File: src/hdl/rbtc_pkg.sv
`default_nettype none

package rbtc_pkg;

  // field widths
  localparam int POS_W    = 64;
  localparam int TIME_W   = 63;
  localparam int PERIOD_W = 32;
  localparam int GUARD_W  = 10;
  localparam int START_W  = 14;
  localparam int LEN_W    = 15;

  localparam logic [GUARD_W-1:0] GUARD_RESET = 10'd64;

  // ring geometry, size is a power of two
  localparam int RING_SAMPLES = 16384;
  localparam int RING_W       = $clog2(RING_SAMPLES);

  // divider: one quotient bit per step
  localparam int DIV_STEPS = TIME_W;
  localparam int DIV_CNT_W = $clog2(DIV_STEPS);

  // job queue between front and back, depth a power of two
  localparam int QUEUE_DEPTH = 2;
  localparam int QPTR_W      = $clog2(QUEUE_DEPTH);
  localparam int QCNT_W      = $clog2(QUEUE_DEPTH + 1);

  typedef enum logic [1:0] {
    F_IDLE,
    F_DIV,
    F_PUSH
  } front_state_t;

  typedef enum logic [1:0] {
    B_IDLE,
    B_EVAL,
    B_SEG2
  } back_state_t;

  // one classified tick
  typedef struct packed {
    logic             zero;
    logic [POS_W-1:0] target;
  } job_t;

endpackage

`default_nettype wire

File: src/hdl/rbtc_div.sv
`default_nettype none

module rbtc_div (
  input  wire                                 clk,
  input  wire                                 rst,
  input  wire                                 start,
  input  wire  [rbtc_pkg::TIME_W-1:0]         dividend,
  input  wire  [rbtc_pkg::PERIOD_W-1:0]       divisor,
  output logic                                done,
  output logic [rbtc_pkg::TIME_W-1:0]         quotient
);

  logic                              busy;
  logic [rbtc_pkg::DIV_CNT_W-1:0]    cnt;
  logic [rbtc_pkg::PERIOD_W-1:0]     dvsr;
  logic [rbtc_pkg::PERIOD_W-1:0]     rem;
  logic [rbtc_pkg::PERIOD_W-1:0]     rem_next;
  logic [rbtc_pkg::TIME_W-1:0]       quo_next;
  logic [rbtc_pkg::PERIOD_W:0]       shifted;
  logic [rbtc_pkg::PERIOD_W:0]       trial;
  logic                              qbit;

  // one restoring step: shift in the next dividend bit, try to subtract
  always_comb begin
    shifted  = {rem, quotient[rbtc_pkg::TIME_W-1]};
    trial    = shifted - {1'b0, dvsr};
    qbit     = (shifted >= {1'b0, dvsr});
    rem_next = qbit ? trial[rbtc_pkg::PERIOD_W-1:0] : shifted[rbtc_pkg::PERIOD_W-1:0];
    quo_next = {quotient[rbtc_pkg::TIME_W-2:0], qbit};
  end

  // step control
  always_ff @(posedge clk) begin
    if (rst) begin
      busy <= 1'b0;
      done <= 1'b0;
      cnt  <= '0;
    end else begin
      done <= 1'b0;
      if (start) begin
        busy <= 1'b1;
        cnt  <= '0;
      end else if (busy) begin
        cnt <= cnt + 1'b1;
        if (cnt == rbtc_pkg::DIV_CNT_W'(rbtc_pkg::DIV_STEPS - 1)) begin
          busy <= 1'b0;
          done <= 1'b1;
        end
      end
    end
  end

  // datapath, quotient bits shift in where dividend bits shift out
  always_ff @(posedge clk) begin
    if (start) begin
      dvsr     <= divisor;
      rem      <= '0;
      quotient <= dividend;
    end else if (busy) begin
      rem      <= rem_next;
      quotient <= quo_next;
    end
  end

endmodule

`default_nettype wire

File: src/hdl/rbtc_front.sv
`default_nettype none

module rbtc_front (
  input  wire                                 clk,
  input  wire                                 rst,
  input  wire  [rbtc_pkg::GUARD_W-1:0]        back_guard,
  input  wire                                 in_valid,
  output logic                                in_ready,
  input  wire  [rbtc_pkg::TIME_W-1:0]         now_time,
  input  wire  [rbtc_pkg::POS_W-1:0]          origin_position,
  input  wire  [rbtc_pkg::TIME_W-1:0]         origin_time,
  input  wire  [rbtc_pkg::PERIOD_W-1:0]       sample_period,
  input  wire                                 q_full,
  output logic                                q_push,
  output rbtc_pkg::job_t                      q_data
);

  rbtc_pkg::front_state_t            state;
  rbtc_pkg::front_state_t            state_next;
  logic                              accept;
  logic                              div_start;
  logic                              div_done;
  logic [rbtc_pkg::TIME_W-1:0]       quotient;
  logic [rbtc_pkg::TIME_W:0]         time_diff;
  logic [rbtc_pkg::TIME_W-1:0]       elapsed;
  logic [rbtc_pkg::POS_W-1:0]        base;

  assign accept = in_valid && in_ready;

  // elapsed time, zero when now is before the origin
  always_comb begin
    time_diff = {1'b0, now_time} - {1'b0, origin_time};
    elapsed   = time_diff[rbtc_pkg::TIME_W] ? '0 : time_diff[rbtc_pkg::TIME_W-1:0];
  end

  rbtc_div u_div (
    .clk      (clk),
    .rst      (rst),
    .start    (div_start),
    .dividend (elapsed),
    .divisor  (sample_period),
    .done     (div_done),
    .quotient (quotient)
  );

  // state register
  always_ff @(posedge clk) begin
    if (rst) begin
      state <= rbtc_pkg::F_IDLE;
    end else begin
      state <= state_next;
    end
  end

  // next state and handshakes
  always_comb begin
    state_next = state;
    in_ready   = 1'b0;
    div_start  = 1'b0;
    q_push     = 1'b0;
    unique case (state)
      rbtc_pkg::F_IDLE: begin
        // no beat taken while reset holds
        in_ready = !rst;
        if (in_valid && !rst) begin
          if (sample_period == '0) begin
            state_next = rbtc_pkg::F_PUSH;
          end else begin
            div_start  = 1'b1;
            state_next = rbtc_pkg::F_DIV;
          end
        end
      end
      rbtc_pkg::F_DIV: begin
        if (div_done) begin
          state_next = rbtc_pkg::F_PUSH;
        end
      end
      rbtc_pkg::F_PUSH: begin
        if (!q_full) begin
          q_push     = 1'b1;
          state_next = rbtc_pkg::F_IDLE;
        end
      end
      default: begin
        state_next = rbtc_pkg::F_IDLE;
      end
    endcase
  end

  // job assembly: base position less guard, then add the sample count
  always_ff @(posedge clk) begin
    if (accept) begin
      base <= origin_position - rbtc_pkg::POS_W'(back_guard);
      if (sample_period == '0) begin
        q_data <= '{zero: 1'b1, target: '0};
      end
    end else if (state == rbtc_pkg::F_DIV && div_done) begin
      q_data <= '{zero: 1'b0, target: base + rbtc_pkg::POS_W'(quotient)};
    end
  end

  a_done_in_div: assert property (@(posedge clk) disable iff (rst)
    div_done |-> state == rbtc_pkg::F_DIV)
    else $error("divider finished outside the divide state");

  a_push_ok: assert property (@(posedge clk) disable iff (rst)
    q_push |-> (state == rbtc_pkg::F_PUSH && !q_full))
    else $error("job pushed into a full queue or from the wrong state");

  a_start_div: assert property (@(posedge clk) disable iff (rst)
    (accept && sample_period != '0) |=> state == rbtc_pkg::F_DIV)
    else $error("tick with known period did not start a division");

endmodule

`default_nettype wire

File: src/hdl/rbtc_queue.sv
`default_nettype none

module rbtc_queue (
  input  wire                                 clk,
  input  wire                                 rst,
  input  wire                                 push,
  input  rbtc_pkg::job_t                      wr_data,
  output logic                                full,
  input  wire                                 pop,
  output rbtc_pkg::job_t                      rd_data,
  output logic                                empty
);

  rbtc_pkg::job_t                    entries [rbtc_pkg::QUEUE_DEPTH];
  logic [rbtc_pkg::QPTR_W-1:0]       wr_ptr;
  logic [rbtc_pkg::QPTR_W-1:0]       rd_ptr;
  logic [rbtc_pkg::QCNT_W-1:0]       count;

  assign full    = (count == rbtc_pkg::QCNT_W'(rbtc_pkg::QUEUE_DEPTH));
  assign empty   = (count == '0);
  assign rd_data = entries[rd_ptr];

  // pointers and fill count
  always_ff @(posedge clk) begin
    if (rst) begin
      wr_ptr <= '0;
      rd_ptr <= '0;
      count  <= '0;
    end else begin
      if (push) begin
        wr_ptr <= wr_ptr + 1'b1;
      end
      if (pop) begin
        rd_ptr <= rd_ptr + 1'b1;
      end
      if (push && !pop) begin
        count <= count + 1'b1;
      end else if (pop && !push) begin
        count <= count - 1'b1;
      end
    end
  end

  // storage
  always_ff @(posedge clk) begin
    if (push) begin
      entries[wr_ptr] <= wr_data;
    end
  end

endmodule

`default_nettype wire

File: src/hdl/rbtc_back.sv
`default_nettype none

module rbtc_back (
  input  wire                                 clk,
  input  wire                                 rst,
  input  wire                                 q_empty,
  output logic                                q_pop,
  input  rbtc_pkg::job_t                      q_data,
  output logic                                out_valid,
  input  wire                                 out_ready,
  output logic [rbtc_pkg::START_W-1:0]        seg_start,
  output logic [rbtc_pkg::LEN_W-1:0]          seg_length,
  output logic                                behind,
  output logic                                last_segment
);

  rbtc_pkg::back_state_t             state;
  rbtc_pkg::back_state_t             state_next;
  rbtc_pkg::job_t                    job;
  logic [rbtc_pkg::POS_W-1:0]        cleared;
  logic [rbtc_pkg::POS_W-1:0]        diff;
  logic                              lagging;
  logic [rbtc_pkg::RING_W-1:0]       tgt_idx;
  logic [rbtc_pkg::RING_W-1:0]       clr_idx;
  logic [rbtc_pkg::RING_W-1:0]       seg2_idx;
  logic                              slot_free;
  logic                              emit;
  logic                              upd_cleared;
  logic [rbtc_pkg::RING_W-1:0]       o_start;
  logic [rbtc_pkg::RING_W:0]         o_len;
  logic                              o_behind;
  logic                              o_last;

  assign slot_free = !out_valid || out_ready;

  // distance from cleared point to target, ring indexes
  always_comb begin
    diff    = job.target - cleared;
    lagging = (diff > rbtc_pkg::POS_W'(rbtc_pkg::RING_SAMPLES));
    tgt_idx = job.target[rbtc_pkg::RING_W-1:0];
    clr_idx = cleared[rbtc_pkg::RING_W-1:0];
  end

  // state register
  always_ff @(posedge clk) begin
    if (rst) begin
      state <= rbtc_pkg::B_IDLE;
    end else begin
      state <= state_next;
    end
  end

  // next state and segment selection
  always_comb begin
    state_next  = state;
    q_pop       = 1'b0;
    emit        = 1'b0;
    upd_cleared = 1'b0;
    o_start     = '0;
    o_len       = '0;
    o_behind    = 1'b0;
    o_last      = 1'b1;
    unique case (state)
      rbtc_pkg::B_IDLE: begin
        if (!q_empty) begin
          q_pop      = 1'b1;
          state_next = rbtc_pkg::B_EVAL;
        end
      end
      rbtc_pkg::B_EVAL: begin
        if (slot_free) begin
          emit       = 1'b1;
          state_next = rbtc_pkg::B_IDLE;
          priority if (job.zero) begin
            // unknown period: empty segment, state untouched
            o_start = '0;
          end else if (lagging) begin
            upd_cleared = 1'b1;
            o_start     = tgt_idx;
            o_behind    = 1'b1;
          end else if (tgt_idx >= clr_idx) begin
            upd_cleared = 1'b1;
            o_start     = clr_idx;
            o_len       = {1'b0, tgt_idx - clr_idx};
          end else begin
            // range wraps: run to ring end, second beat follows
            upd_cleared = 1'b1;
            o_start     = clr_idx;
            o_len       = (rbtc_pkg::RING_W+1)'(rbtc_pkg::RING_SAMPLES) - {1'b0, clr_idx};
            o_last      = 1'b0;
            state_next  = rbtc_pkg::B_SEG2;
          end
        end
      end
      rbtc_pkg::B_SEG2: begin
        if (slot_free) begin
          emit       = 1'b1;
          o_start    = '0;
          o_len      = {1'b0, seg2_idx};
          state_next = rbtc_pkg::B_IDLE;
        end
      end
      default: begin
        state_next = rbtc_pkg::B_IDLE;
      end
    endcase
  end

  // cleared position
  always_ff @(posedge clk) begin
    if (rst) begin
      cleared <= '0;
    end else if (upd_cleared) begin
      cleared <= job.target;
    end
  end

  // job and wrap index holding
  always_ff @(posedge clk) begin
    if (q_pop) begin
      job <= q_data;
    end
    if (upd_cleared) begin
      seg2_idx <= tgt_idx;
    end
  end

  // output register valid
  always_ff @(posedge clk) begin
    if (rst) begin
      out_valid <= 1'b0;
    end else if (emit) begin
      out_valid <= 1'b1;
    end else if (out_ready) begin
      out_valid <= 1'b0;
    end
  end

  // output register payload
  always_ff @(posedge clk) begin
    if (emit) begin
      seg_start    <= rbtc_pkg::START_W'(o_start);
      seg_length   <= rbtc_pkg::LEN_W'(o_len);
      behind       <= o_behind;
      last_segment <= o_last;
    end
  end

  a_pop_idle: assert property (@(posedge clk) disable iff (rst)
    q_pop |-> state == rbtc_pkg::B_IDLE)
    else $error("job taken while a job is still in work");

  a_seg2_index: assert property (@(posedge clk) disable iff (rst)
    state == rbtc_pkg::B_SEG2 |-> cleared[rbtc_pkg::RING_W-1:0] == seg2_idx)
    else $error("second segment end differs from cleared index");

  a_emit_room: assert property (@(posedge clk) disable iff (rst)
    emit |-> (!out_valid || out_ready))
    else $error("segment written over an untaken beat");

endmodule

`default_nettype wire

File: src/hdl/ring_buffer_trailing_clearer.sv
// Ring buffer trailing clearer.
// The in channel (in_valid/in_ready) takes one tick beat: now_time, origin_position,
// origin_time and sample_period. The block derives the playback target as
// origin_position + elapsed / sample_period - back_guard and answers with one or two
// segment beats on the out channel (out_valid/out_ready): a ring range to zero from
// the cleared point up to the target, split in two when it wraps the ring end, or an
// empty segment flagged behind when the target is over a ring ahead. back_guard is
// written over the cfg channel (cfg_valid/cfg_ready/cfg_data), ready whenever reset
// is low. A taken tick goes through the bit-serial divider, one quotient bit per
// cycle, then is pushed to the queue, popped by the back and written as a segment to
// the output register; a zero-period tick skips the divider. The front takes no new
// tick until its last job is pushed. A two-entry job queue sits between the divider
// front and the segment back, so the front keeps dividing the next tick while the back
// waits on a stalled receiver; with the queue full the front holds in_ready low.
// Segments sit in an output register until taken.
// Reset clears the cleared position to zero, sets back_guard to 64 and empties the
// queue and output register; no beat is taken while reset is high.
`default_nettype none

module ring_buffer_trailing_clearer (
  input  wire                                 clk,
  input  wire                                 rst,
  input  wire                                 cfg_valid,
  output logic                                cfg_ready,
  input  wire  [rbtc_pkg::GUARD_W-1:0]        cfg_data,
  input  wire                                 in_valid,
  output logic                                in_ready,
  input  wire  [rbtc_pkg::TIME_W-1:0]         now_time,
  input  wire  [rbtc_pkg::POS_W-1:0]          origin_position,
  input  wire  [rbtc_pkg::TIME_W-1:0]         origin_time,
  input  wire  [rbtc_pkg::PERIOD_W-1:0]       sample_period,
  output logic                                out_valid,
  input  wire                                 out_ready,
  output logic [rbtc_pkg::START_W-1:0]        seg_start,
  output logic [rbtc_pkg::LEN_W-1:0]          seg_length,
  output logic                                behind,
  output logic                                last_segment
);

  logic [rbtc_pkg::GUARD_W-1:0]      back_guard;
  logic                              q_push;
  logic                              q_pop;
  logic                              q_full;
  logic                              q_empty;
  rbtc_pkg::job_t                    q_wr;
  rbtc_pkg::job_t                    q_rd;

  assign cfg_ready = !rst;

  // guard register
  always_ff @(posedge clk) begin
    if (rst) begin
      back_guard <= rbtc_pkg::GUARD_RESET;
    end else if (cfg_valid) begin
      back_guard <= cfg_data;
    end
  end

  rbtc_front u_front (
    .clk             (clk),
    .rst             (rst),
    .back_guard      (back_guard),
    .in_valid        (in_valid),
    .in_ready        (in_ready),
    .now_time        (now_time),
    .origin_position (origin_position),
    .origin_time     (origin_time),
    .sample_period   (sample_period),
    .q_full          (q_full),
    .q_push          (q_push),
    .q_data          (q_wr)
  );

  rbtc_queue u_queue (
    .clk     (clk),
    .rst     (rst),
    .push    (q_push),
    .wr_data (q_wr),
    .full    (q_full),
    .pop     (q_pop),
    .rd_data (q_rd),
    .empty   (q_empty)
  );

  rbtc_back u_back (
    .clk          (clk),
    .rst          (rst),
    .q_empty      (q_empty),
    .q_pop        (q_pop),
    .q_data       (q_rd),
    .out_valid    (out_valid),
    .out_ready    (out_ready),
    .seg_start    (seg_start),
    .seg_length   (seg_length),
    .behind       (behind),
    .last_segment (last_segment)
  );

endmodule

`default_nettype wire
File: config.mk
export PLATFORM = sky130hd
export DESIGN_NAME = ring_buffer_trailing_clearer
export DESIGN_NICKNAME = d
export VERILOG_FILES = /design/src/hdl/rbtc_pkg.sv /design/src/hdl/rbtc_div.sv /design/src/hdl/rbtc_front.sv /design/src/hdl/rbtc_queue.sv /design/src/hdl/rbtc_back.sv /design/src/hdl/ring_buffer_trailing_clearer.sv
export SDC_FILE = /design/constraint.sdc
export NUM_CORES = 1
export LEC_CHECK = 0
export BUFFER_PORTS_ARGS = -buffer_cell sky130_fd_sc_hd__buf_4
export CAP_MARGIN = 20
export CORE_AREA = 2 2 246 248
export CTS_CLUSTER_SIZE = 16
export DETAILED_ROUTE_END_ITERATION = 10
export DIE_AREA = 0 0 248 250
export HOLD_SLACK_MARGIN = 0.12
export PLACE_DENSITY = 0.79
export SYNTH_ARGS = -nofsm -noshare
export SYNTH_HDL_FRONTEND = slang
export SYNTH_SLANG_ARGS = --single-unit
File: constraint.sdc
create_clock -name clk -period 7.6 [get_ports clk]
set_input_delay 0.76 -clock clk [delete_from_list [all_inputs] [get_ports clk]]
set_output_delay 0.76 -clock clk [all_outputs]
set_load 0.02 [all_outputs]
## Word level (Yosys, flattened, before mapping)

Memories as Yosys holds them, arrays and structs flattened. A register that Yosys moved wholly into a read port is not among the register bits.
Index checks and enable logic that the tools add are counted.
Widths: inputs -> output; s select.

- Memory bits (read-only): 0
- RAM bits: 130
- Flip-flop bits (word level): 392
- Word-level logic and storage cells: 131
- Input port bits: 237
- Bits in latches: 0
- Memories kept: 1
- Output and inout bits: 34

Memory list:

| memory | depth | width | rd ports | clocked after Yosys merged registers in | wr ports | line | RTL |
|---|---|---|---|---|---|---|---|
| u_queue.entries | 2 | 65 | 1 | 1 | 1 | rbtc_queue.sv:14 | `rbtc_pkg::job_t entries [rbtc_pkg::QUEUE_DEPTH];` |

- Divide/modulo/power cells: 0
- Mux-type cells: 51
- Reduce and logical (&&, ||, !) cells: 26
- Bitwise operators: 3
- Magnitude comparators: 3
- Equal/unequal tests: 13
- Shifts and indexed selects: 0
- $mul: 0
- Add/subtract/negate cells: 12

Operator list:

| kind | number |
|---|---|
| $mux 65 | 3 |
| $mux 63 | 3 |
| $add 64x63->64 | 1 |
| $gt 64x15->1 const B | 1 |
| $sub 63x63->64 | 1 |
| $sub 64x10->64 | 1 |
| $sub 64x64->64 | 1 |
| $mux 15 | 4 |
| $ge 33x32->1 | 1 |
| $logic_not 32->1 | 1 |
| $mux 32 | 1 |
| $sub 32x32->32 | 1 |
| $pmux 15 s2 | 1 |
| $mux 14 | 2 |
| $mux 2 | 12 |
| $mux 1 | 23 |
| $sub 15x14->15 const A | 1 |
| $ge 14x14->1 | 1 |
| $sub 14x14->14 | 1 |
| $pmux 2 s3 | 2 |
| $ne 2x2->1 const B | 4 |
| $reduce_bool 2->1 | 4 |
| $add 6x1->6 const B | 1 |
| $eq 2x2->1 const B | 3 |
| 16 further kinds | 34 |

## Logic depth before layout (Yosys ltp)

Gate-level depths: netlist of run 1.

- Word-level depth: 7
- Mapped depth: 19
- Mapped depth without buffers: 18

## Cells and area by module

Synthesis of run 1 repeated with hierarchy kept, for this count alone.

- Cells, all modules: 4,029
- Area total of the unflattened synthesis: 38,279.2 sq um

By module, submodules not included:

| module | area an instance (sq um) | cells each | sequential area each (sq um) | times used |
|---|---|---|---|---|
| rbtc_front | 13,456.7 | 1,630 | 3,913.8 | 1 |
| rbtc_back | 12,205.5 | 1,467 | 4,644.5 | 1 |
| rbtc_div | 7,347.0 | 675 | 3,653.5 | 1 |
| rbtc_queue | 4,912.2 | 224 | 4,003.8 | 1 |
| ring_buffer_trailing_clearer | 357.8 | 33 | 200.2 | 1 |

## Worst setup path after synthesis of run 1

Ideal clock, no wire load.

- Path kind: in2reg
- Start point: in origin_time[14] (netlist name)
- End point: reg u_front.u_div.quotient[2] (netlist name), data pin
- Data arrival time: 4.307 ns
- Slack: 2.982 ns
- Buffers on the path: 3
- Required time: 7.289 ns
- Setup time: 0.311 ns
- Cell stages on the path: 18
- Path through: inv_1 -> ha_1 -> clkbuf_1 -> and4_1 -> and3_1 -> and3_1 -> nor3_1 -> a31o_2 -> and2_1 -> o31ai_2 -> o21ai_0 -> a31oi_1 -> a31oi_1 -> o31ai_1 -> a221oi_1 -> clkbuf_1 -> clkbuf_1 -> o22ai_1

- Longest elaborated chain between the ends: 3

Ends and longest elaborated chain:

| element | line | RTL |
|---|---|---|
| from (decl) | ring_buffer_trailing_clearer.sv:30 | `input wire [rbtc_pkg::TIME_W-1:0] origin_time,` |
| $sub 63x63->64 | rbtc_front.sv:32 | `time_diff = {1'b0, now_time} - {1'b0, origin_time};` |
| $mux 63 | rbtc_front.sv:33 | `elapsed = time_diff[rbtc_pkg::TIME_W] ? '0 : time_diff[rbtc_pkg::TIME_W-1:0];` |
| $mux 63 | rbtc_div.sv:55 | `if (start) begin` |
| to (signal assigned) | rbtc_div.sv:58 | `quotient <= dividend;` |
| to (signal assigned) | rbtc_div.sv:61 | `quotient <= quo_next;` |
| to (decl) | rbtc_div.sv:10 | `output logic [rbtc_pkg::TIME_W-1:0] quotient` |

Every way passes these cells.
A chain may end at the register's enable or synchronous reset.

## Worst setup path in the final report of run 1

- Start point: reg u_back.job[0] (netlist name)
- End point: reg u_back.seg_length[2] (netlist name), data pin

- Longest elaborated chain between the ends: 6
- Elaborated cells between the ends (all ways): 9

Ends and longest elaborated chain:

| element | line | RTL |
|---|---|---|
| $sub 64x64->64, or another cell as far along | rbtc_back.sv:38 | `diff = job.target - cleared;` |
| $gt 64x15->1 or $mux 15 (tied branches) | rbtc_back.sv:39, rbtc_back.sv:81 |  |
| $mux 15 * | rbtc_back.sv:77 | `end else if (lagging) begin` |
| $mux 15 * | rbtc_back.sv:74 | `priority if (job.zero) begin` |
| $mux 15 * | rbtc_back.sv:71 | `if (slot_free) begin` |
| $pmux 15 s2 * | rbtc_back.sv:63 | `unique case (state)` |
| named net u_back.o_len (one bit) | rbtc_back.sv:30 | `logic [rbtc_pkg::RING_W:0] o_len;` |
| to (signal assigned) | rbtc_back.sv:143 | `seg_length <= rbtc_pkg::LEN_W'(o_len);` |
| to (decl) | rbtc_back.sv:12 | `output logic [rbtc_pkg::LEN_W-1:0] seg_length,` |

The timed path passes the listed nets; every way through them passes the cells marked *.

==> impl_metrics.csv, run 1 <==
group,metric,value,unit
finish,drive_gt1_share,12.69,%
placed_design,gp_congestion,0.9733,
synthesis,synth_top_family_by_area,"compound AO/OA/AOI/OAI gates",
synthesis,synth-simple-area-share,14.33,%
critical_path,rr_startpoint,"u_back.job[0]",
run,maxCapViolCount,0,
critical_path,critPathArrivalTime,6.13,ns
routing,routed_via_density,5.910,
critical_path,worst_setup_path_end_kind,"flip-flop",
synthesis,synth_top_area_share,39.41,%
timing,final.setup_skew,0.03832,ns
clocking,ctsHoldBuffers,0,
finish,final-instance-count-excl-fill,4669,
power,vdd_drop_max,245.8,uV
synthesis,syn_area,35360,sq um
floorplan,die_w,248,um
synthesis,syn_nets,4102,
critical_path,critPathRequiredTime,8.08,ns
hold_path,hp-start,"sample_period[5]",
timing,hold_viol_final,0,
synthesis,synth_compound_area_share,16.80,%
critical_path,critPathLaunch,"u_back.job[0]",
clocking,cts_resized,0,
routing,drt-initial-drc-count,2575,
finish,num-nets-final,4316,
synthesis,yosysMostFrequentCell,"edfxtp_1",
routing,postRouteWirelength,83.91,mm
critical_path,crit_chain,"inv_1 > ha_1 > inv_1 > fa_1 > a21o_1 > a221oi_2 > xnor2_1 > or4_1 > nor3_2 > nand4b_1 > o31ai_1 > nand4_1 > nor4_1 > nand4_1 > nor4b_2 > nand4_4 > or2_1 > o21ai_0",
synthesis,netlist_instances,3622,
floorplan,die-area,62000,sq um
placed_design,port_buffers,270,
clocking,cts_tree,"done",
placed_design,dpl.hpwl,62.86,mm
timing,tightestPinTransition,1.079,ns
floorplan,start_util,59.36,%
synthesis,synthTopCellsByArea,"edfxtp_1, ha_1, dfxtp_1",
clocking,cts_num_sinks,587,
timing,holdWs,0.3065,ns
clocking,clk_pin_slew,0.06,ns
global_route,track_usage,26.78,%
timing,finalMaxSlewViolations,0,
finish,fill_cells,4598,
synthesis,synth_warnings,0,
critical_path,slowest_delay,0.58,ns
timing,fin_crit,5.649,ns
critical_path,critPathSlowestCell,"or2_1",
power,total_power,12.26,mW
global_route,grt_pass1_vias,25850,
critical_path,start_kind,"flip-flop",
power,p_per_area,306.1,nW/um^2
finish,utilization,67.23,%
clocking,cts_setup_buffers,0,
synthesis,syn_avg_cell_area,9.762,sq um
routing,drt_pass1_iterations,6,
synthesis,synthTopCellsByCount,"edfxtp_1, nand2_1, a21oi_1",
synthesis,synth_area_leader_cell,"edfxtp_1",
floorplan,coreArea,59570,sq um
timing,max_freq,177.0,MHz
timing,rsz0062_at_grt,"no",
power,leakagePower,15.96,nW
clocking,cts_buffers,59,
routing,drc_errors,0,
floorplan,rows,90,
placed_design,place_inst,4556,
clocking,clockRootBuffer,"clkbuf_16",
synthesis,async_flop_share,0,%
routing,ant_nets,0,
routing,wl_per_cell,17.97,um
synthesis,yosys.area_share.xor_xnor,6.069,%
synthesis,muxShareOfSynthArea,3.581,%
critical_path,reg2reg_slack,1.95,ns
floorplan,die_h,250,um
synthesis,synth_seq_area_share,46.37,%
global_route,antenna_found_initial,3,
clocking,clk_latency,0.64,ns
synthesis,synth_ff_type,"edfxtp_1",
global_route,grt_max_degree,90,
floorplan,io_pins,271,
timing,maxSlewHeadroom,27.77,%
global_route,overflow,0,
hold_path,hold_class,"primary input to flip-flop",
critical_path,worstPathMaxFanout,18,
routing,vias,27600,
critical_path,crit_type,"flip-flop to flip-flop",
synthesis,synthDistinctLibCells,82,
clocking,clockBufferDepth,3,
timing,timing.final.crit_share,74.33,%
synthesis,ys_ff_latch,587,
finish,syn2layout_area_growth,13.27,%
run_status,status,"complete, no violations",
synthesis,synth_edf_count,464,
timing,finalSetupTns,0,ns
global_route,grt_first_pass_wirelength,135.0,mm
timing,setup_viol,0,
synthesis,synthAdderAreaFrac,8.705,%
clocking,htree_levels,2,
==> worst paths after layout <==
path | depth (start not counted) | endpoint
worst max-delay path | 18 | u_back.seg_length[2]
worst min-delay path | 1 | u_front.u_div.dvsr[5]
worst max register to register | 18 | u_back.seg_length[2]
worst min register to register | 0 | u_queue.entries[0][55]
==> report_power, final <==
part	switching, mW	total [mW]	internal (mW)	leakage (nW)
clock	1.25	2.99	1.74	0.969
combinational	3.09	5.00	1.91	9.70
sequential	0.269	4.26	3.99	5.29
total	4.61	12.3	7.64	16.0
==> registers in the layout, summed over array words and instances (netlist names), 6 cells and up <==
register	count
u_queue.entries	130
u_back.job	65
u_front.q_data	65
u_back.cleared	64
u_front.base	64
u_front.u_div.quotient	63
u_front.u_div.dvsr	32
u_front.u_div.rem	32
u_back.seg_length	15
u_back.seg2_idx	14
u_back.seg_start	14
back_guard	10
u_front.u_div.cnt	6
==> cells in the final DEF, fill, tap and decap left out, types with 121 or more instances in the layout <==
master / Yosys / layout
dfxtp_1: 123 / 122
xor2_1: 124 / 124
o21ai_0: 186 / 185
nor2_1: 286 / 286
a21oi_1: 307 / 307
xnor2_1: 121 / 121
edfxtp_1: 464 / 464
ha_1: 238 / 238
buf_4: 0 / 289
nand2_1: 415 / 415
inv_1: 253 / 248
==> final cells by class <==
| type | instances | area, sq um | area share [%] |
|---|---|---|---|
| inverters | 253 | 952.2 | 2.377 |
| clock inverters | 36 | 437.9 | 1.093 |
| flip-flops and latches | 587 | 16400 | 40.94 |
| well taps | 782 | 978.4 | 2.443 |
| clock buffers | 73 | 1569 | 3.918 |
| repair buffers | 290 | 2175 | 5.430 |
| multi-input cells | 2645 | 17530 | 43.78 |
| diodes | 3 | 7.507 | 0.01874 |
==> metal layers <==
layer | track usage [%] | part of all wire (%)
met5 | 0 | 0
met4 | 7.613 | 2.4
met3 | 4.043 | 6.2
met2 | 41.86 | 46
met1 | 38.71 | 45
==> critical path: cells and delay by family, from the launching register on <==
family / cells / cell delay, ns
compound gates: 4 / 1.25
buf+inv: 2 / 0.13
simple gates: 9 / 2.97
xor+xnor: 1 / 0.15
fa+ha+maj: 2 / 0.54
flops: 1 / 0.42
==> metrics by stage <==
stage               instance area [sq um]  setup WS [ns]
floorplan                           35360          2.982
global placement                    38030          2.101
detailed placement                  38030          1.991
CTS                                 40040          1.977
global route                        40050          1.548
finish                              40050          1.951
==> cell families after synthesis <==
family / Yosys count
compound gates: 941
fa+ha+maj: 243
mux: 118
flops: 587
buf+inv: 390
xor+xnor: 245
simple gates: 1098
Note: power is estimated with default switching activity, not from simulation.
==> run 2: changes to the inputs <==
Clock period 7.6 ns to 5.6 ns, I/O delays scaled along.
==> impl_metrics.csv, run 2 (synthesized netlist as in run 1, its figures left out) <==
group,metric,value,unit
floorplan,die_h,250,um
critical_path,slowest_delay,0.56,ns
critical_path,r2r.worst_path.cells,18,
global_route,antenna_found_initial,0,
global_route,grt_max_degree,75,
finish,drive_gt1_share,13.03,%
floorplan,rows,90,
critical_path,crit_chain,"inv_1 > ha_1 > inv_1 > fa_1 > a21o_1 > a221oi_4 > xnor2_1 > or4_1 > nor3_2 > nand4b_1 > o31ai_1 > nand4_1 > nor4_1 > nand4_1 > nor4b_2 > nand4_4 > or2_2 > o21ai_0",
floorplan,die_w,248,um
critical_path,worst_setup_path_end_kind,"flip-flop",
global_route,track_usage,26.81,%
routing,postRouteWirelength,83.31,mm
placed_design,port_buffers,270,
critical_path,reg2reg_slack,0.38,ns
clocking,cts_tree,"done",
routing,drt_pass1_iterations,6,
global_route,overflow,0,
finish,num-nets-final,4361,
power,p_int,10.52,mW
power,power.switching,6.239,mW
power,swShare,37.23,%
timing,timing.final.crit_share,93.24,%
timing,hold_viol_final,0,
finish,mostFrequentLayoutCell,"edfxtp_1",
routing,routed_via_density,5.846,
finish,top_register,"u_queue.entries",
placed_design,place_inst,4570,
critical_path,critPathRequiredTime,6.06,ns
timing,fin_crit,5.221,ns
timing,max_freq,191.5,MHz
floorplan,die-area,62000,sq um
floorplan,coreArea,59570,sq um
clocking,cts_setup_buffers,0,
finish,final-instance-count-excl-fill,4712,
timing,rsz0062_at_grt,"no",
clocking,clockBufferDepth,3,
critical_path,endpoint,"u_back.seg_length[1]",
critical_path,timing.rr.end,"u_back.seg_length[1]",
timing,setup_viol,0,
placed_design,gp_congestion,0.9348,
critical_path,critPathLaunch,"u_back.job[0]",
power,vdd_drop_max,324.3,uV
critical_path,critPathBufInv,2,
floorplan,io_pins,271,
power,leakagePower,16.18,nW
run,maxCapViolCount,0,
placed_design,dpl.hpwl,63.24,mm
floorplan,start_util,59.36,%
finish,syn2layout_area_growth,14.63,%
clocking,clockRootBuffer,"clkbuf_16",
clocking,htree_levels,2,
timing,maxSlewHeadroom,32.19,%
finish,final_cell_mix,"edfxtp_1, nand2_1, a21oi_1, buf_4, nor2_1",
routing,wl_per_cell,17.68,um
run_status,status,"complete, no violations",
timing,tightestPinTransition,1.017,ns
timing,holdWs,0.1668,ns
hold_path,hold_class,"primary input to flip-flop",
power,total_power,16.76,mW
clocking,cts_num_sinks,587,
routing,ant_nets,0,
clocking,clk_pin_slew,0.06,ns
critical_path,crit_type,"flip-flop to flip-flop",
power,p_per_area,413.5,nW/um^2
timing,finalSetupTns,0,ns
clocking,clk_latency,0.62,ns
finish,num_antenna_cells,0,
global_route,grt_pass1_vias,26280,
routing,drt-initial-drc-count,2046,
critical_path,rr_startpoint,"u_back.job[0]",
finish,largest_reg_flops,130,
critical_path,path_delay_family,"simple AND/OR/NAND/NOR gates",
finish,utilization,68.04,%
routing,drc_errors,0,
power,seqPwrFrac,34.5,%
finish,reg_top3,"u_queue.entries (130), u_back.job (65), u_front.q_data (65)",
critical_path,worstPathMaxFanout,14,
clocking,cts_buffers,59,
critical_path,cp.depth,18,
timing,final.setup_skew,0.02794,ns
power,share_comb_of_total_power,41.1,%
global_route,grt_first_pass_wirelength,135.5,mm
critical_path,start_kind,"flip-flop",
critical_path,critPathSlowestCell,"or4_1",
timing,finalMaxSlewViolations,0,
power,clkPwrFrac,24.4,%
critical_path,critPathArrivalTime,5.68,ns
routing,vias,27540,
## run 2: changes by cell type in the layout (fill, tap and decap cells not counted), moves of 3 or more
| cell | change |
|---|---|
| dlygate4sd3_1 | +32 |
| buf_4 | +13 |
| clkinv_1 | -5 |
| clkbuf_16 | +4 |
| clkinvlp_4 | +3 |
| diode_2 | -3 |
## run 2: how the worst min path moves through the flow
stage	startpoint	endpoint	slack [ns]	depth (start not counted)
3_5_place_dp	u_front.q_data[31]	u_queue.entries[0][31]	0.43	0
3_3_place_gp	u_front.q_data[5]	u_queue.entries[0][5]	0.42	0
6_report	cfg_data[0]	back_guard[0]	0.17	3
4_1_cts	cfg_data[6]	back_guard[6]	0.13	3
2_1_floorplan	u_front.q_data[0]	u_queue.entries[0][0]	0.42	0
5_1_grt	cfg_data[0]	back_guard[0]	0.15	3
## run 2: area by class of cell
cell class / count / area, sq um
clock buffer: 80 / 1694
clock inverter: 30 / 357.8
fill: 4484 / 19040
inverter: 253 / 952.2
multi-input combinational: 2645 / 17540
sequential: 587 / 16400
tap: 782 / 978.4
timing repair buffer: 335 / 2608
## run 2: per-layer routing
metal / vias to the layer above / wire, um / global-route usage, %
li1: 13680 / - / -
met1: 12910 / 38190 / 38.33
met2: 827 / 38200 / 42.80
met3: 127 / 4920 / 3.785
met4: 0 / 2003 / 7.049
met5: - / 0 / 0
## run 2: tightest hold or removal path: stages
cell     delay, ns
buf_4         0.08
mux2i_1       0.05
nor2_1        0.07
## run 2: through the flow
stage	instance area (sq um)	setup slack [ns]
CTS	40520	0.3008
detailed placement	38150	0.3321
floorplan	35360	1.182
global route	40530	0.02178
global placement	38150	0.4486
finish	40530	0.3787
## run 2: repair_timing
| item | 4_1_cts | 5_1_grt |
|---|---|---|
| endpoints found under the hold margin | 32 | 0 |
| endpoints found under the setup margin | 0 | 14 |
| hold buffers | 32 | 0 |
| resized for setup | 0 | 2 |
## run 2: power by group through the flow
stage | logic (mW) | registers [mW] | clock network, mW
floorplan | 4.93 | 5.80 | 0
global placement | 6.72 | 5.84 | 0
detailed placement | 6.72 | 5.86 | 0
CTS | 6.78 | 5.77 | 4.15
global route | 7.61 | 5.84 | 4.32
finish | 6.89 | 5.78 | 4.09
==> run 3: changes to the inputs <==
==> constraint.sdc (replaced) <==
create_clock -name clk -period 5.6 [get_ports clk]
set_input_delay 0.28 -clock clk [delete_from_list [all_inputs] [get_ports clk]]
set_output_delay 0.28 -clock clk [all_outputs]
set_load 0.02 [all_outputs]
==> impl_metrics.csv, run 3 (synthesized netlist as in run 1, its figures left out) <==
group,metric,value,unit
timing,finalSetupTns,0,ns
critical_path,slowest_delay,0.57,ns
critical_path,critPathArrivalTime,5.81,ns
clocking,clockRootBuffer,"clkbuf_16",
clocking,cts_buffers,57,
floorplan,die-area,62000,sq um
power,vdd_drop_max,299.6,uV
critical_path,crit_chain,"inv_1 > ha_1 > inv_1 > fa_1 > a21o_1 > a221oi_4 > xnor2_1 > or4_1 > nor3_2 > nand4b_1 > o31ai_1 > nand4_1 > nor4_1 > nand4_1 > nor4b_2 > nand4_4 > or2_2 > o21ai_0",
routing,ant_nets,0,
placed_design,dpl.hpwl,63.43,mm
global_route,grt_max_degree,128,
floorplan,die_w,248,um
routing,routed_via_density,5.913,
routing,wl_per_cell,18.28,um
critical_path,worst_setup_path_end_kind,"flip-flop",
global_route,track_usage,28.16,%
floorplan,die_h,250,um
timing,finalMaxSlewViolations,0,
finish,mostFrequentLayoutCell,"edfxtp_1",
critical_path,critPathSlowestCell,"or4_1",
hold_path,hold_class,"primary input to flip-flop",
timing,hold_viol_final,0,
routing,drt-initial-drc-count,2355,
critical_path,start_kind,"flip-flop",
timing,fin_crit,5.350,ns
global_route,overflow,0,
floorplan,io_pins,271,
finish,largest_reg_flops,130,
run,maxCapViolCount,0,
floorplan,rows,90,
power,p_per_area,404.5,nW/um^2
timing,final.setup_skew,0.04765,ns
routing,postRouteWirelength,88.06,mm
clocking,clk_latency,0.63,ns
finish,reg_top3,"u_queue.entries (130), u_back.job (65), u_front.q_data (65)",
clocking,clockBufferDepth,3,
routing,drc_errors,0,
critical_path,crit_type,"flip-flop to flip-flop",
timing,setup_viol,0,
power,leakagePower,16.60,nW
timing,setup_slack,0.2498,ns
global_route,grt_first_pass_wirelength,141.6,mm
critical_path,critPathRequiredTime,6.06,ns
finish,top_register,"u_queue.entries",
finish,syn2layout_area_growth,17.43,%
floorplan,start_util,59.36,%
placed_design,place_ws,0.1928,ns
clocking,cts_num_sinks,587,
finish,drive_gt1_share,12.70,%
critical_path,worstPathMaxFanout,14,
global_route,grt_pass1_vias,27380,
clocking,htree_levels,2,
routing,drt_pass1_iterations,6,
clocking,cts_tree,"done",
finish,num-nets-final,4466,
finish,utilization,69.71,%
floorplan,coreArea,59570,sq um
timing,rsz0062_at_grt,"no",
clocking,clk_pin_slew,0.07,ns
timing,timing.final.crit_share,95.54,%
global_route,antenna_found_initial,2,
timing,maxSlewHeadroom,31.26,%
finish,final_cell_mix,"edfxtp_1, nand2_1, a21oi_1, buf_4, nor2_1",
timing,max_freq,186.9,MHz
timing,tightestPinTransition,1.031,ns
routing,vias,28490,
placed_design,gp_congestion,0.9777,
placed_design,port_buffers,270,
run_status,status,"complete, no violations",
[run 3: routing by layer]
metal	track usage, %	vias to the layer above	wire length, um
li1	-	13910	-
met5	0	-	0
met1	39.64	13400	39430
met4	8.794	0	2725
met2	45.32	969	41020
met3	3.549	204	4874
[run 3: final timing paths]
check                                   startpoint                     end  slack (ns)  cells after the start
worst max-delay path                 u_back.job[0]    u_back.seg_length[3]        0.25                     18
worst min-delay path            origin_position[2]         u_front.base[2]        0.15                      3
worst min register to register  u_front.q_data[25]  u_queue.entries[1][25]        0.44                      0
worst max register to register       u_back.job[0]    u_back.seg_length[3]        0.25                     18
[run 3: power by group]
group	internal, mW	switching [mW]	total (mW)	leakage, nW
clock network	2.29	1.68	3.98	0.946
logic	2.73	4.32	7.05	10.4
registers	5.42	0.353	5.77	5.29
total	10.4	6.36	16.8	16.6
[run 3: what timing repair did]
item / CTS / global route
resized for setup: 0 / 3
setup buffers: 0 / 0
hold buffers: 139 / 0
setup endpoints to repair: 0 / 25
endpoints found under the hold margin: 101 / 0
[run 3: stage by stage]
step | area (sq um) | hold slack, ns | instances | power (mW)
final | 41520 | 0.1496 | 4817 | 16.80
after global routing | 41520 | 0.1417 | 4817 | 17.78
after CTS | 41500 | 0.1221 | 4815 | 16.69
after detailed placement | 38160 | 0.4297 | 4570 | 12.63
after global placement | 38160 | 0.4217 | 4570 | 12.62
after floorplan | 35360 | 0.3789 | 3622 | 10.73
[run 3: final cells by class]
| cell class | count | area [sq um] |
|---|---|---|
| antenna | 2 | 5.005 |
| clock buffer | 70 | 1546 |
| clock inverter | 36 | 402.9 |
| fill | 4347 | 18050 |
| inverter | 253 | 952.2 |
| multi-input combinational | 2645 | 17550 |
| sequential | 587 | 16400 |
| tap | 782 | 978.4 |
| timing repair buffer | 442 | 3691 |
[run 3: critical path: cells and delay by family (launching register included)]
kind	cells	cell delay (ns)
buf+inv	2	0.13
simple gates	9	2.82
compound gates	4	1.12
flops	1	0.43
fa+ha+maj	2	0.55
xor+xnor	1	0.13
